## src/design/multi_source_time_matcher_defines.svh

```systemverilog
// Assertion macros for the multi-source time matcher.
// No dependencies; included by the top level only.
`ifndef MULTI_SOURCE_TIME_MATCHER_DEFINES_SVH
`define MULTI_SOURCE_TIME_MATCHER_DEFINES_SVH

// Condition implies consequence in the same cycle.
`define MSTM_ASSERT_SAME(lbl, ck, rs, ante, cons, msg) \
  lbl: assert property (@(posedge ck) disable iff (rs) (ante) |-> (cons)) else $error(msg);

// Condition implies consequence in the next cycle.
`define MSTM_ASSERT_NEXT(lbl, ck, rs, ante, cons, msg) \
  lbl: assert property (@(posedge ck) disable iff (rs) (ante) |=> (cons)) else $error(msg);

`endif

```

## src/design/mstm_pkg.sv

```systemverilog
// Shared types and constants for the multi-source time matcher.
// No dependencies; used by every module of the block except mstm_ram.
package mstm_pkg;

  // Input item fields.
  typedef struct packed {
    logic [2:0]  source_id;
    logic [47:0] beam_time;
    logic [31:0] dwell_time;
    logic [15:0] beam_tag;
    logic [31:0] wall_seconds;
  } in_item_t;

  // Result item fields.
  typedef struct packed {
    logic        event_kind;
    logic [2:0]  member_source;
    logic [15:0] member_tag;
    logic [31:0] matches_so_far;
    logic        last_of_set;
  } out_item_t;

  // One store entry.
  typedef struct packed {
    logic [47:0] etime;
    logic [2:0]  esrc;
    logic [15:0] etag;
  } entry_t;

  // Configuration register indexes.
  localparam logic [1:0] CFG_ENABLED_MASK  = 2'd0;
  localparam logic [1:0] CFG_SOURCE_COUNT  = 2'd1;
  localparam logic [1:0] CFG_STALE_TIMEOUT = 2'd2;

  // Reset values and limits.
  localparam logic [7:0]  ENABLED_RESET = 8'd255;
  localparam logic [2:0]  SRCCNT_RESET  = 3'd2;
  localparam logic [15:0] TIMEOUT_RESET = 16'd60;
  localparam logic [31:0] TOL_RESET     = 32'd1000000;
  localparam logic [31:0] BEST_INIT     = 32'd999000000;

  // Event kinds.
  localparam logic KIND_MEMBER = 1'b0;
  localparam logic KIND_FLUSH  = 1'b1;

  // Datapath commands.
  typedef enum logic [3:0] {
    OP_NONE,
    OP_LOAD,
    OP_START,
    OP_SH_EV,
    OP_INS,
    OP_DIFF,
    OP_DN_CMP,
    OP_UP_INIT,
    OP_UP_CMP,
    OP_DECIDE,
    OP_EMIT,
    OP_SKIP,
    OP_FLUSH_OUT,
    OP_CP_EV
  } dp_op_t;

  typedef struct packed {
    dp_op_t op;
  } dp_cmd_t;

  // Datapath status toward the controller.
  typedef struct packed {
    logic src_bad;
    logic count_zero;
    logic sh_stop;
    logic sh_drop;
    logic idx_zero;
    logic p_zero;
    logic d_out;
    logic up_end;
    logic up_last;
    logic fail;
    logic flush;
    logic out_free;
    logic em_has;
    logic em_last;
    logic cp_last;
  } dp_status_t;

endpackage

```

## src/design/mstm_ctrl.sv

```systemverilog
// Controller: sequences insertion, window search, decision, flush, emission and compaction.
// Depends on mstm_pkg.
module mstm_ctrl (
  input  logic                 clk,
  input  logic                 rst,
  input  logic                 in_valid,
  output logic                 in_stall,
  output mstm_pkg::dp_cmd_t    cmd,
  input  mstm_pkg::dp_status_t status
);
  import mstm_pkg::*;

  typedef enum logic [4:0] {
    S_IDLE, S_START, S_SH_RD, S_SH_EV, S_INS, S_DN_RD, S_DN_DIF, S_DN_CMP,
    S_UP_INIT, S_UP_RD, S_UP_DIF, S_UP_CMP, S_DECIDE, S_FLUSH, S_EMIT,
    S_CP_RD, S_CP_EV
  } state_t;

  state_t state, state_next;

  assign in_stall = state != S_IDLE;

  // Next state and datapath command.
  always_comb begin
    state_next = state;
    cmd.op     = OP_NONE;
    unique case (state)
      S_IDLE: begin
        if (in_valid) begin
          cmd.op     = OP_LOAD;
          state_next = S_START;
        end
      end
      S_START: begin
        cmd.op = OP_START;
        if (status.src_bad) state_next = S_IDLE;
        else if (status.count_zero) state_next = S_INS;
        else state_next = S_SH_RD;
      end
      S_SH_RD: state_next = S_SH_EV;
      S_SH_EV: begin
        cmd.op = OP_SH_EV;
        if (status.sh_drop) state_next = S_IDLE;
        else if (status.sh_stop || status.idx_zero) state_next = S_INS;
        else state_next = S_SH_RD;
      end
      S_INS: begin
        cmd.op     = OP_INS;
        state_next = status.p_zero ? S_UP_INIT : S_DN_RD;
      end
      S_DN_RD: state_next = S_DN_DIF;
      S_DN_DIF: begin
        cmd.op     = OP_DIFF;
        state_next = S_DN_CMP;
      end
      S_DN_CMP: begin
        cmd.op     = OP_DN_CMP;
        state_next = (status.d_out || status.idx_zero) ? S_UP_INIT : S_DN_RD;
      end
      S_UP_INIT: begin
        cmd.op     = OP_UP_INIT;
        state_next = status.up_end ? S_DECIDE : S_UP_RD;
      end
      S_UP_RD: state_next = S_UP_DIF;
      S_UP_DIF: begin
        cmd.op     = OP_DIFF;
        state_next = S_UP_CMP;
      end
      S_UP_CMP: begin
        cmd.op     = OP_UP_CMP;
        state_next = (status.d_out || status.up_last) ? S_DECIDE : S_UP_RD;
      end
      S_DECIDE: begin
        cmd.op = OP_DECIDE;
        if (status.fail) state_next = status.flush ? S_FLUSH : S_IDLE;
        else state_next = S_EMIT;
      end
      S_FLUSH: begin
        if (status.out_free) begin
          cmd.op     = OP_FLUSH_OUT;
          state_next = S_IDLE;
        end
      end
      S_EMIT: begin
        if (!status.em_has) begin
          cmd.op = OP_SKIP;
        end else if (status.out_free) begin
          cmd.op = OP_EMIT;
          if (status.em_last) state_next = S_CP_RD;
        end
      end
      S_CP_RD: state_next = S_CP_EV;
      S_CP_EV: begin
        cmd.op     = OP_CP_EV;
        state_next = status.cp_last ? S_IDLE : S_CP_RD;
      end
      default: state_next = S_IDLE;
    endcase
  end

  // State register.
  always_ff @(posedge clk) begin
    if (rst) begin
      state <= S_IDLE;
    end else begin
      state <= state_next;
    end
  end
endmodule

```

## config.mk

```make
export PLATFORM = sky130hd
export DESIGN_NAME = mstm_ctrl
export DESIGN_NICKNAME = d
export VERILOG_FILES = /design/src/design/multi_source_time_matcher_defines.svh /design/src/design/mstm_pkg.sv /design/src/design/mstm_ctrl.sv
export SDC_FILE = /design/constraint.sdc
export NUM_CORES = 1
export LEC_CHECK = 0
export BUFFER_PORTS_ARGS = -buffer_cell sky130_fd_sc_hd__buf_2
export CAP_MARGIN = 20
export CORE_MARGIN = 2
export CORE_UTILIZATION = 52
export DETAILED_ROUTE_END_ITERATION = 16
export MAX_ROUTING_LAYER = met4
export PLACE_DENSITY_LB_ADDON = 0.08
export SYNTH_ARGS = -nofsm -noshare
export SYNTH_HDL_FRONTEND = slang
export SYNTH_SLANG_ARGS = --single-unit
```

## constraint.sdc

```tcl
create_clock -name clk -period 2.6 [get_ports clk]
set_input_delay 0.52 -clock clk [delete_from_list [all_inputs] [get_ports clk]]
set_output_delay 0.52 -clock clk [all_outputs]
set_load 0.01 [all_outputs]
```

==> metrics.md, run 1 <==
| Metric | Value |
|---|---|
| Leak Pwr | `0.332 nW` |
| Final wirelength | `1980 um` |
| WS Path Type | `reg -> out` |
| Total die area | `1600 um^2` |
| Final Hold Fails | `0` |
| Postcts setup bufs | `0` |
| Crit start category | `flop` |
| Top Ports | `23` |
| WP buf/inv | `1` |
| Buffers on Ports | `22` |
| Total GRT Usage | `29.6%` |
| Initial Util | `58.3%` |
| Global-route wire length before repair | `3040 um` |
| Final Wtd Congestion | `0.966` |
| Final setup TNS | `0 ns` |
| Synth area leader | `dfxtp_1` |
| Max_cap viols | `0` |
| WP data required | `2.08 ns` |
| Crit path DAT | `1.86 ns` |
| Final Instance Area | `788 um^2` |
| Yosys reg bits | `5` |
| Hold WC Path Type | `in -> reg` |
| DRT Pass-1 Iters | `4` |
| Initial antenna violation count | `0` |
| Area Overhead vs Synth | `16.9%` |
| Clock skew | `0.0113 ns` |
| CP max stage delay | `0.68 ns` |
| Synth unique cells | `39` |
| CTS H-tree depth | `1` |
| VDD IR max | `0.000321 V` |
| Vias in the first global route | `671` |
| Least-Margin Pin Slew | `0.695 ns` |
| Dpl cells | `131` |
| Layout Cells excl Fill | `135` |
| Run status | `complete, no violations` |
| Final Setup Violations | `0` |
| Post-synth EDFFs | `0` |
| Ant. Diodes | `0` |
| CTS Root Cell | `clkbuf_4` |
| CTS tree | `built` |
| Synth Cell Area | `674 um^2` |
| Max Fanout on Critical Path | `15` |
| Critical path's top delay family | `flip-flops` |
| GRT overflow | `0` |
| Seq/Total Area, Yosys | `14.8%` |
| Max reg flops | `5` |
| Die H | `40.0 um` |
| Hold Slack | `0.484 ns` |
| Avg Inst Size Synth | `6.68 um^2` |
| Power, Total | `0.360 mW` |
| Clock buffer depth | `2` |
| Die W | `40.0 um` |
| Slew Viols, Final | `0` |
| Clock transition at path regs | `0.06 ns` |
| Total CTS buffers | `3` |
| Slew headroom | `53.6%` |
| Reg2Reg Depth | `5` |
| Core area | `1160 um^2` |
| Crit path max-delay cell type | `dfxtp_1` |
| Crit. End Element | `primary output` |
| Placement Cell Area | `762 um^2` |
| Syn nets | `119` |
| Synth top area share | `14.8%` |
| Drt drc | `0` |
| Critical-path cell list | `nor2_1 > and3_1 > a31oi_1 > o22ai_1 > buf_2` |
| Rows | `12` |
| Main synth FF type | `dfxtp_1` |
| Pin count of the biggest net entering global routing | `18` |
| Power Dens Cells | `457 nW/um^2` |
| WHS Path Cells | `2` |
| DR vias/cell | `6.21` |
| Clock Sinks | `5` |
| Synth warn | `0` |
| Fin crit share | `91.7%` |
| Top reg by flops | `state` |
| Hold Buf Count CTS | `0` |
| Post-layout minimum cycle time | `2.38 ns` |
| Post-synth top cells | `15 x nor2_1, 11 x a21oi_1, 8 x nand2_1` |
| Most frequent cell after synthesis | `nor2_1` |
| Nets | `140` |
| Biggest regs | `state: 5 flops` |
| RSZ-0062 raised after global routing | `no` |
| Post-CTS sizing | `0` |
| Top cells by area, synth | `dfxtp_1 15%, nor2_1 8.3%, a21oi_1 8.2%, a31oi_1 5.6%, nand2_1 4.5%` |
| Hpwl dp | `1470 um` |
| Peak Freq | `420 MHz` |
| Synth async-reset ratio | `0%` |
| Share of cells above drive strength 1 | `28.1%` |
| Synth Instances | `101` |
| DR vias | `838` |
| Routed WL per cell | `14.7 um` |
| Critical path depth | `5` |
| Skew-Pair Late Insertion Delay | `0.26 ns` |
| Final ANT Viol Nets | `0` |
| DRT iter0 DRCs | `37` |
==> layout make-up <==
class | instances | area [um^2]
tap | 14 | 17.5
timing repair buffer | 23 | 118
fill | 107 | 368
clock buffer | 4 | 26.3
sequential | 5 | 100
multi-input combinational | 84 | 508
inverter | 5 | 18.8
==> worst paths after layout <==
path | start | end | slack, ns
max | state[2] | cmd[3] | 0.22
min | rst | state[4] | 0.48
max reg2reg | state[1] | state[2] | 0.73
min reg2reg | state[0] | state[4] | 0.72
==> where the power goes <==
part / switching [mW] / internal (mW) / total (mW)
combinational: 0.0822 / 0.0675 / 0.150
sequential: 0.0264 / 0.0826 / 0.109
clock: 0.0429 / 0.0587 / 0.102
==> cell usage in the layout (no fill, tap or decap), types with 2 or more instances in the layout <==
cell type,instances
nor3_1,5
clkbuf_4,3
buf_2,22
a31oi_1,6
nand2_1,8
dfxtp_1,5
nor2b_1,2
a2111oi_1,2
o21ai_1,4
nand3_1,2
a21oi_1,11
inv_1,4
nor2_1,15
o22ai_1,4
o41ai_1,2
==> stage by stage <==
| stage | utilization (%) | worst slack, ns |
|---|---|---|
| final | 68.2 | 0.217 |
| after global routing | 68.2 | 0.122 |
| after CTS | 68.2 | 0.278 |
| after detailed placement | 65.9 | 0.552 |
| after global placement | 65.9 | 0.581 |
| after floorplan | - | 0.980 |
==> routing by layer <==
metal	wire, um	vias to the layer above	part of all wire, %	GRT usage, %
met5	0	-	0	-
li1	-	415	-	-
met1	830	359	42	39.1
met4	29	0	1.5	11.2
met2	907	60	46	46.8
met3	213	4	11	2.22
==> worst register-to-register path, stage by stage, from the launching register on <==
cell	delay, ns
dfxtp_1	0.76
nor2_2	0.18
nand4b_1	0.24
o31ai_2	0.11
a2111oi_1	0.37
o21ai_1	0.09
==> cell families after synthesis <==
family          Yosys count  synth area share (%)
simple gates             45                  36.4
buf+inv                  12                  9.83
flops                     5                  14.8
compound gates           37                  36.4
xor+xnor                  2                  2.60
Power figures use the tool's default switching activity.
==> inputs of run 2 (changes only) <==
--- a/config.mk
+++ b/config.mk
@@ -10,8 +10,8 @@
 export CORE_MARGIN = 2
 export CORE_UTILIZATION = 52
 export DETAILED_ROUTE_END_ITERATION = 16
-export MAX_ROUTING_LAYER = met4
 export PLACE_DENSITY_LB_ADDON = 0.08
+export SLEW_MARGIN = 20
 export SYNTH_ARGS = -nofsm -noshare
 export SYNTH_HDL_FRONTEND = slang
 export SYNTH_SLANG_ARGS = --single-unit
==> constraint.sdc (replaced) <==
create_clock -name clk -period 2.9 [get_ports clk]
set_input_delay 0.58 -clock clk [delete_from_list [all_inputs] [get_ports clk]]
set_output_delay 0.58 -clock clk [all_outputs]
set_load 0.01 [all_outputs]
==> run 2 against run 1 <==
  * Register-to-register slack improved by 0.34 ns
  * Critical path type unchanged
  * Routed wire length fell by 7.2%
  * Global-route usage is 1.8 points lower
  * Sequential share of layout area unchanged
  * Design area did not move
  * Combinational power decreased by 13%
==> metrics.md, run 2 (same netlist as run 1, synthesis figures left out) <==
| Metric | Value |
|---|---|
| Leak Pwr | `0.332 nW (unchanged)` |
| CTS tree | `built` |
| Global-route wire length before repair | `2990 um (-1.8%)` |
| Crit. End Element | `primary output` |
| Slew headroom | `56.1% (+2.6 points)` |
| Rows | `12 (unchanged)` |
| Area Overhead vs Synth | `16.9% (unchanged)` |
| Fin crit share | `84.4%` |
| Initial Util | `58.3% (unchanged)` |
| Combinational fraction of design power | `42.4% (+0.9 points)` |
| Setup WS pre-CTS | `0.747 ns (+0.195 ns)` |
| CTS H-tree depth | `1 (unchanged)` |
| WHS Path Cells | `2 (unchanged)` |
| Setup slack after layout | `0.452 ns (+0.235 ns)` |
| Final setup TNS | `0 ns (unchanged)` |
| Total die area | `1600 um^2 (unchanged)` |
| Total GRT Usage | `27.7% (-1.8 points)` |
| Core area | `1160 um^2 (unchanged)` |
| Switching pwr | `0.123 mW (-19%)` |
| Clock transition at path regs | `0.05 ns (about the same)` |
| DRT iter0 DRCs | `32 (-14%)` |
| Routed WL per cell | `13.6 um (-7.2%)` |
| Crit start category | `flop` |
| RSZ-0062 raised after global routing | `no` |
| Post-layout minimum cycle time | `2.45 ns` |
| Final Hold Fails | `0 (unchanged)` |
| GRT overflow | `0 (unchanged)` |
| WS Path Type | `reg -> out` |
| Postcts setup bufs | `0 (unchanged)` |
| Hpwl dp | `1400 um (-4.7%)` |
| Buffers on Ports | `22 (unchanged)` |
| Ant. Diodes | `0 (unchanged)` |
| Post-CTS sizing | `0 (unchanged)` |
| Reg2Reg Depth | `5 (unchanged)` |
| Die H | `40.0 um (unchanged)` |
| Total CTS buffers | `3 (unchanged)` |
| Drt drc | `0 (unchanged)` |
| Max Fanout on Critical Path | `15 (unchanged)` |
| Slew Viols, Final | `0 (unchanged)` |
| Final wirelength | `1840 um (-7.2%)` |
| Nets | `140 (unchanged)` |
| Hold WC Path Type | `in -> reg` |
| Final ANT Viol Nets | `0 (unchanged)` |
| DR vias/cell | `6.17 (-0.60%)` |
| Crit path DAT | `1.87 ns (about the same)` |
| Power Dens Cells | `393 nW/um^2 (-14%)` |
| Most frequent cells in the layout | `22 x buf_2, 15 x nor2_1, 11 x a21oi_1, 8 x nand2_1, 6 x a31oi_1` |
| Final Wtd Congestion | `0.924 (-4.3%)` |
| Vias in the first global route | `681 (+1.5%)` |
| DRT Pass-1 Iters | `4 (unchanged)` |
| CTS Root Cell | `clkbuf_4` |
| DR vias | `833 (-0.60%)` |
| Top Ports | `23 (unchanged)` |
| Pin count of the biggest net entering global routing | `18 (unchanged)` |
| WP data required | `2.32 ns (+0.24 ns)` |
| Clock skew | `0.00668 ns (-0.00460 ns)` |
| Die W | `40.0 um (unchanged)` |
| Share of cells above drive strength 1 | `28.1% (unchanged)` |
| Clock Sinks | `5 (unchanged)` |
| VDD IR max | `0.000400 V (+25%)` |
| Clock network power share | `26.1% (-2.1 points)` |
| Skew-Pair Late Insertion Delay | `0.24 ns (-0.02 ns)` |
| Cell-internal power | `0.187 mW (-11%)` |
| Max reg flops | `5 (unchanged)` |
| Biggest regs | `state: 5 flops` |
| Clock buffer depth | `2 (unchanged)` |
| Max_cap viols | `0 (unchanged)` |
| Switching share of power | `39.6% (-2.4 points)` |
| Peak Freq | `408 MHz` |
| Sequential share of power | `31.4% (+1.1 points)` |
| Run status | `complete, no violations` |
| Hold Buf Count CTS | `0 (unchanged)` |
| Most common cell after layout, fill and taps aside | `buf_2` |
| Top reg by flops | `state` |
| Final Setup Violations | `0 (unchanged)` |
| Least-Margin Pin Slew | `0.657 ns (-0.0383 ns)` |
| Initial antenna violation count | `0 (unchanged)` |
-- run 2: cell counts in the layout (fill, tap and decap cells not counted) --
No cell type changed its count.
-- run 2: worst paths after layout --
check,startpoint,end,slack (ns)
max,state[3],cmd[3],0.45
max reg2reg,state[1],state[2],1.07
min,rst,state[1],0.54
min reg2reg,state[0],state[4],0.75
-- run 2: power by group through the flow --
stage          Sequential (mW)  Clock, mW  Combinational [mW]
2_1_floorplan           0.0775          0               0.116
3_3_place_gp            0.0976          0               0.130
3_5_place_dp            0.0980          0               0.131
4_1_cts                 0.0968     0.0855               0.131
5_1_grt                 0.0994     0.0916               0.149
6_report                0.0973     0.0809               0.131
-- run 2: cell type report --
class,count,area [um^2]
clock buffers,4,26.3
fillers,120,368
inverters,5,18.8
multi-input cells,84,508
flip-flops and latches,5,100
well taps,14,17.5
repair buffers,23,118
-- run 2: metal layers --
metal | GRT usage, % | vias up | wire length [um]
met5 | 0 | - | 0
met4 | 2.59 | 0 | 0
li1 | - | 419 | -
met3 | 9.44 | 0 | 155
met2 | 44.8 | 43 | 857
met1 | 36.7 | 371 | 823
-- run 2: worst max-delay path, cell delays in order (launching register included) --
cell and delay [ns]:
dfxtp_1 0.66, nor2_1 0.25, and3_1 0.28, a31oi_1 0.19, o22ai_1 0.11, buf_2 0.14
-- run 2: metrics by stage --
stage	util [%]	power (mW)	instances	area (um^2)	hold WS, ns
floorplan	-	0.193	101	674	0.605
global placement	65.9	0.227	131	762	0.721
detailed placement	65.9	0.229	131	762	0.728
CTS	68.2	0.314	135	788	0.532
global route	68.2	0.339	135	788	0.537
finish	68.2	0.309	135	788	0.543
==> inputs of run 3 (changes only) <==
--- a/config.mk
+++ b/config.mk
@@ -8,7 +8,7 @@
 export BUFFER_PORTS_ARGS = -buffer_cell sky130_fd_sc_hd__buf_2
 export CAP_MARGIN = 20
 export CORE_MARGIN = 2
-export CORE_UTILIZATION = 52
+export CORE_UTILIZATION = 44
 export DETAILED_ROUTE_END_ITERATION = 16
 export PLACE_DENSITY_LB_ADDON = 0.08
 export SLEW_MARGIN = 20
==> constraint.sdc (replaced) <==
create_clock -name clk -period 2.2 [get_ports clk]
set_input_delay 0.44 -clock clk [delete_from_list [all_inputs] [get_ports clk]]
set_output_delay 0.44 -clock clk [all_outputs]
set_load 0.01 [all_outputs]
==> run 3 against run 2 <==
  * Sequential share of layout area decreased by 0.26 points
  * Clock power increased by 37%
  * Worst hold slack got worse by 0.14 ns
  * Worst setup slack got worse by 0.34 ns
  * Final cell count increased by 3.7%
  * Routed wire length increased by 14%
  * Combinational power increased by 46%
  * Sequential cell count unchanged
  * Largest cell class unchanged
  * Sequential power increased by 24%
==> metrics.md, run 3 (same netlist as run 1, synthesis figures left out) <==
| Metric | Value |
|---|---|
| Run status | `complete, no violations` |
| Switching pwr | `0.173 mW (+41%)` |
| Top reg by flops | `state` |
| Final Hold Fails | `0 (unchanged)` |
| GRT overflow | `0 (unchanged)` |
| Fin crit share | `94.9%` |
| Postcts setup bufs | `0 (unchanged)` |
| Reg2reg setup slack | `0.37 ns (-0.70 ns)` |
| Max_cap viols | `0 (unchanged)` |
| VDD IR max | `0.000244 V (-39%)` |
| RSZ-0062 raised after global routing | `no` |
| Reg area | `101 um^2 (+1.2%)` |
| Leak Pwr | `0.349 nW (+5.0%)` |
| Initial antenna violation count | `0 (unchanged)` |
| Drt drc | `0 (unchanged)` |
| Sequential share of power | `28.6% (-2.8 points)` |
| WS Path Type | `reg -> out` |
| Hold WC Path Type | `in -> reg` |
| Power Dens Cells | `520 nW/um^2 (+32%)` |
| Area Overhead vs Synth | `20.8%` |
| Die W | `43.2 um (+7.8%)` |
| Rows | `14 (+2)` |
| WP data required | `1.76 ns (-0.56 ns)` |
| Top Ports | `23 (unchanged)` |
| CTS tree | `built` |
| CTS Root Cell | `clkbuf_4` |
| Final wirelength | `2080 um (+14%)` |
| Least-Margin Pin Slew | `0.516 ns (-0.141 ns)` |
| Biggest regs | `state: 5 flops` |
| Max Fanout on Critical Path | `10 (-5)` |
| Slew Viols, Final | `0 (unchanged)` |
| Crit. End Element | `primary output` |
| Power, Total | `0.424 mW (+37%)` |
| Share of cells above drive strength 1 | `30.6% (+2.5 points)` |
| DRT iter0 DRCs | `33 (+3.1%)` |
| Total GRT Usage | `23.1% (-4.7 points)` |
| Clock transition at path regs | `0.05 ns (about the same)` |
| Global-route wire length before repair | `3380 um (+13%)` |
| Crit start category | `flop` |
| Clock Sinks | `5 (unchanged)` |
| Clock skew | `0.00773 ns (+0.00104 ns)` |
| Core area | `1470 um^2 (+27%)` |
| Final Wtd Congestion | `0.890 (-3.7%)` |
| Clock buffer depth | `2 (unchanged)` |
| Multi-input gate area | `508 um^2 (unchanged)` |
| Most common cell after layout, fill and taps aside | `buf_2` |
| Final Setup Violations | `0 (unchanged)` |
| Pin count of the biggest net entering global routing | `16 (-2)` |
| Final setup TNS | `0 ns (unchanged)` |
| Ant. Diodes | `0 (unchanged)` |
| DRT Pass-1 Iters | `5 (+1)` |
| Fillcell total | `168 (+40%)` |
| Switching share of power | `40.8% (+1.1 points)` |
| Vias in the first global route | `753 (+11%)` |
| Skew-Pair Late Insertion Delay | `0.25 ns (about the same)` |
| Routed WL per cell | `14.9 um (+9.5%)` |
| Combinational fraction of design power | `45.1% (+2.7 points)` |
| Final design utilization | `55.4% (-13 points)` |
| Max reg flops | `5 (unchanged)` |
| DR vias | `869 (+4.3%)` |
| Clock network power share | `26.3% (+0.2 points)` |
| Peak Freq | `479 MHz` |
| Hpwl dp | `1600 um (+14%)` |
| Slew headroom | `65.6% (+9.4 points)` |
| Initial Util | `45.8% (-12 points)` |
| Die H | `43.2 um (+7.8%)` |
| CTS H-tree depth | `1 (unchanged)` |
| Most frequent cells in the layout | `22 x buf_2, 15 x nor2_1, 11 x a21oi_1, 8 x nand2_1, 6 x a31oi_1` |
| Post-layout minimum cycle time | `2.09 ns` |
| Final ANT Viol Nets | `0 (unchanged)` |
| DR vias/cell | `6.21 (+0.60%)` |
| Cell-internal power | `0.251 mW (+34%)` |
| Buffers on Ports | `22 (unchanged)` |
| Nets | `143 (+2.1%)` |
| Total die area | `1860 um^2 (+16%)` |
| Crit path DAT | `1.65 ns (-0.22 ns)` |
| Total CTS buffers | `3 (unchanged)` |
| Hold Buf Count CTS | `0 (unchanged)` |
==> run 3: cell count changes in the layout (fill, tap and decap cells not counted), sizes merged <==
cell / previous run / this run
buf: 23 / 26
==> run 3: power by group through the flow <==
stage / Combinational, mW / Clock, mW / Sequential, mW
after floorplan: 0.153 / 0 / 0.102
after global placement: 0.189 / 0 / 0.122
after detailed placement: 0.188 / 0 / 0.122
after CTS: 0.189 / 0.110 / 0.120
after global routing: 0.212 / 0.114 / 0.122
final: 0.191 / 0.111 / 0.121
==> run 3: stage by stage <==
step                hold slack (ns)  instance area (um^2)  setup slack (ns)  std cells
finish                        0.401                   815             0.111        140
global route                  0.418                   815            0.0416        140
CTS                           0.397                   813            0.0281        140
detailed placement            0.659                   787             0.302        136
global placement              0.653                   787             0.350        136
floorplan                     0.509                   674             0.660        101
==> run 3: layer usage <==
layer / vias up / wire length [um] / global-route usage (%)
met3: 2 / 200 / 0.851
met1: 397 / 878 / 32.7
met2: 49 / 989 / 37.3
li1: 421 / - / -
met4: 0 / 16 / 7.27
met5: - / 0 / 0
==> run 3: timing repair <==
action                                  in CTS  in global routing
endpoints found under the setup margin       0                  3
gates resized for setup                      0                  1
endpoints found under the hold margin        0                  0
==> run 3: final timing paths <==
check | cells after the start | endpoint | from
worst min register to register | 2 | state[4] | state[0]
worst max register to register | 5 | state[2] | state[1]
worst max-delay path | 5 | cmd[1] | state[0]
worst min-delay path | 2 | state[1] | rst
==> run 3: cell type report <==
cell class                 instances  share of cell area (%)
multi-input combinational         84                    62.4
timing repair buffer              26                    17.2
inverter                           5                    2.30
tap                               16                    2.46
clock buffer                       4                    3.23
sequential                         5                    12.4
==> run 3: worst max-delay path, stage by stage, from the launching register on <==
cell,delay (ns)
dfxtp_1,0.55
nor2b_1,0.36
a31oi_1,0.08
o22a_1,0.20
nor2_1,0.08
buf_2,0.13
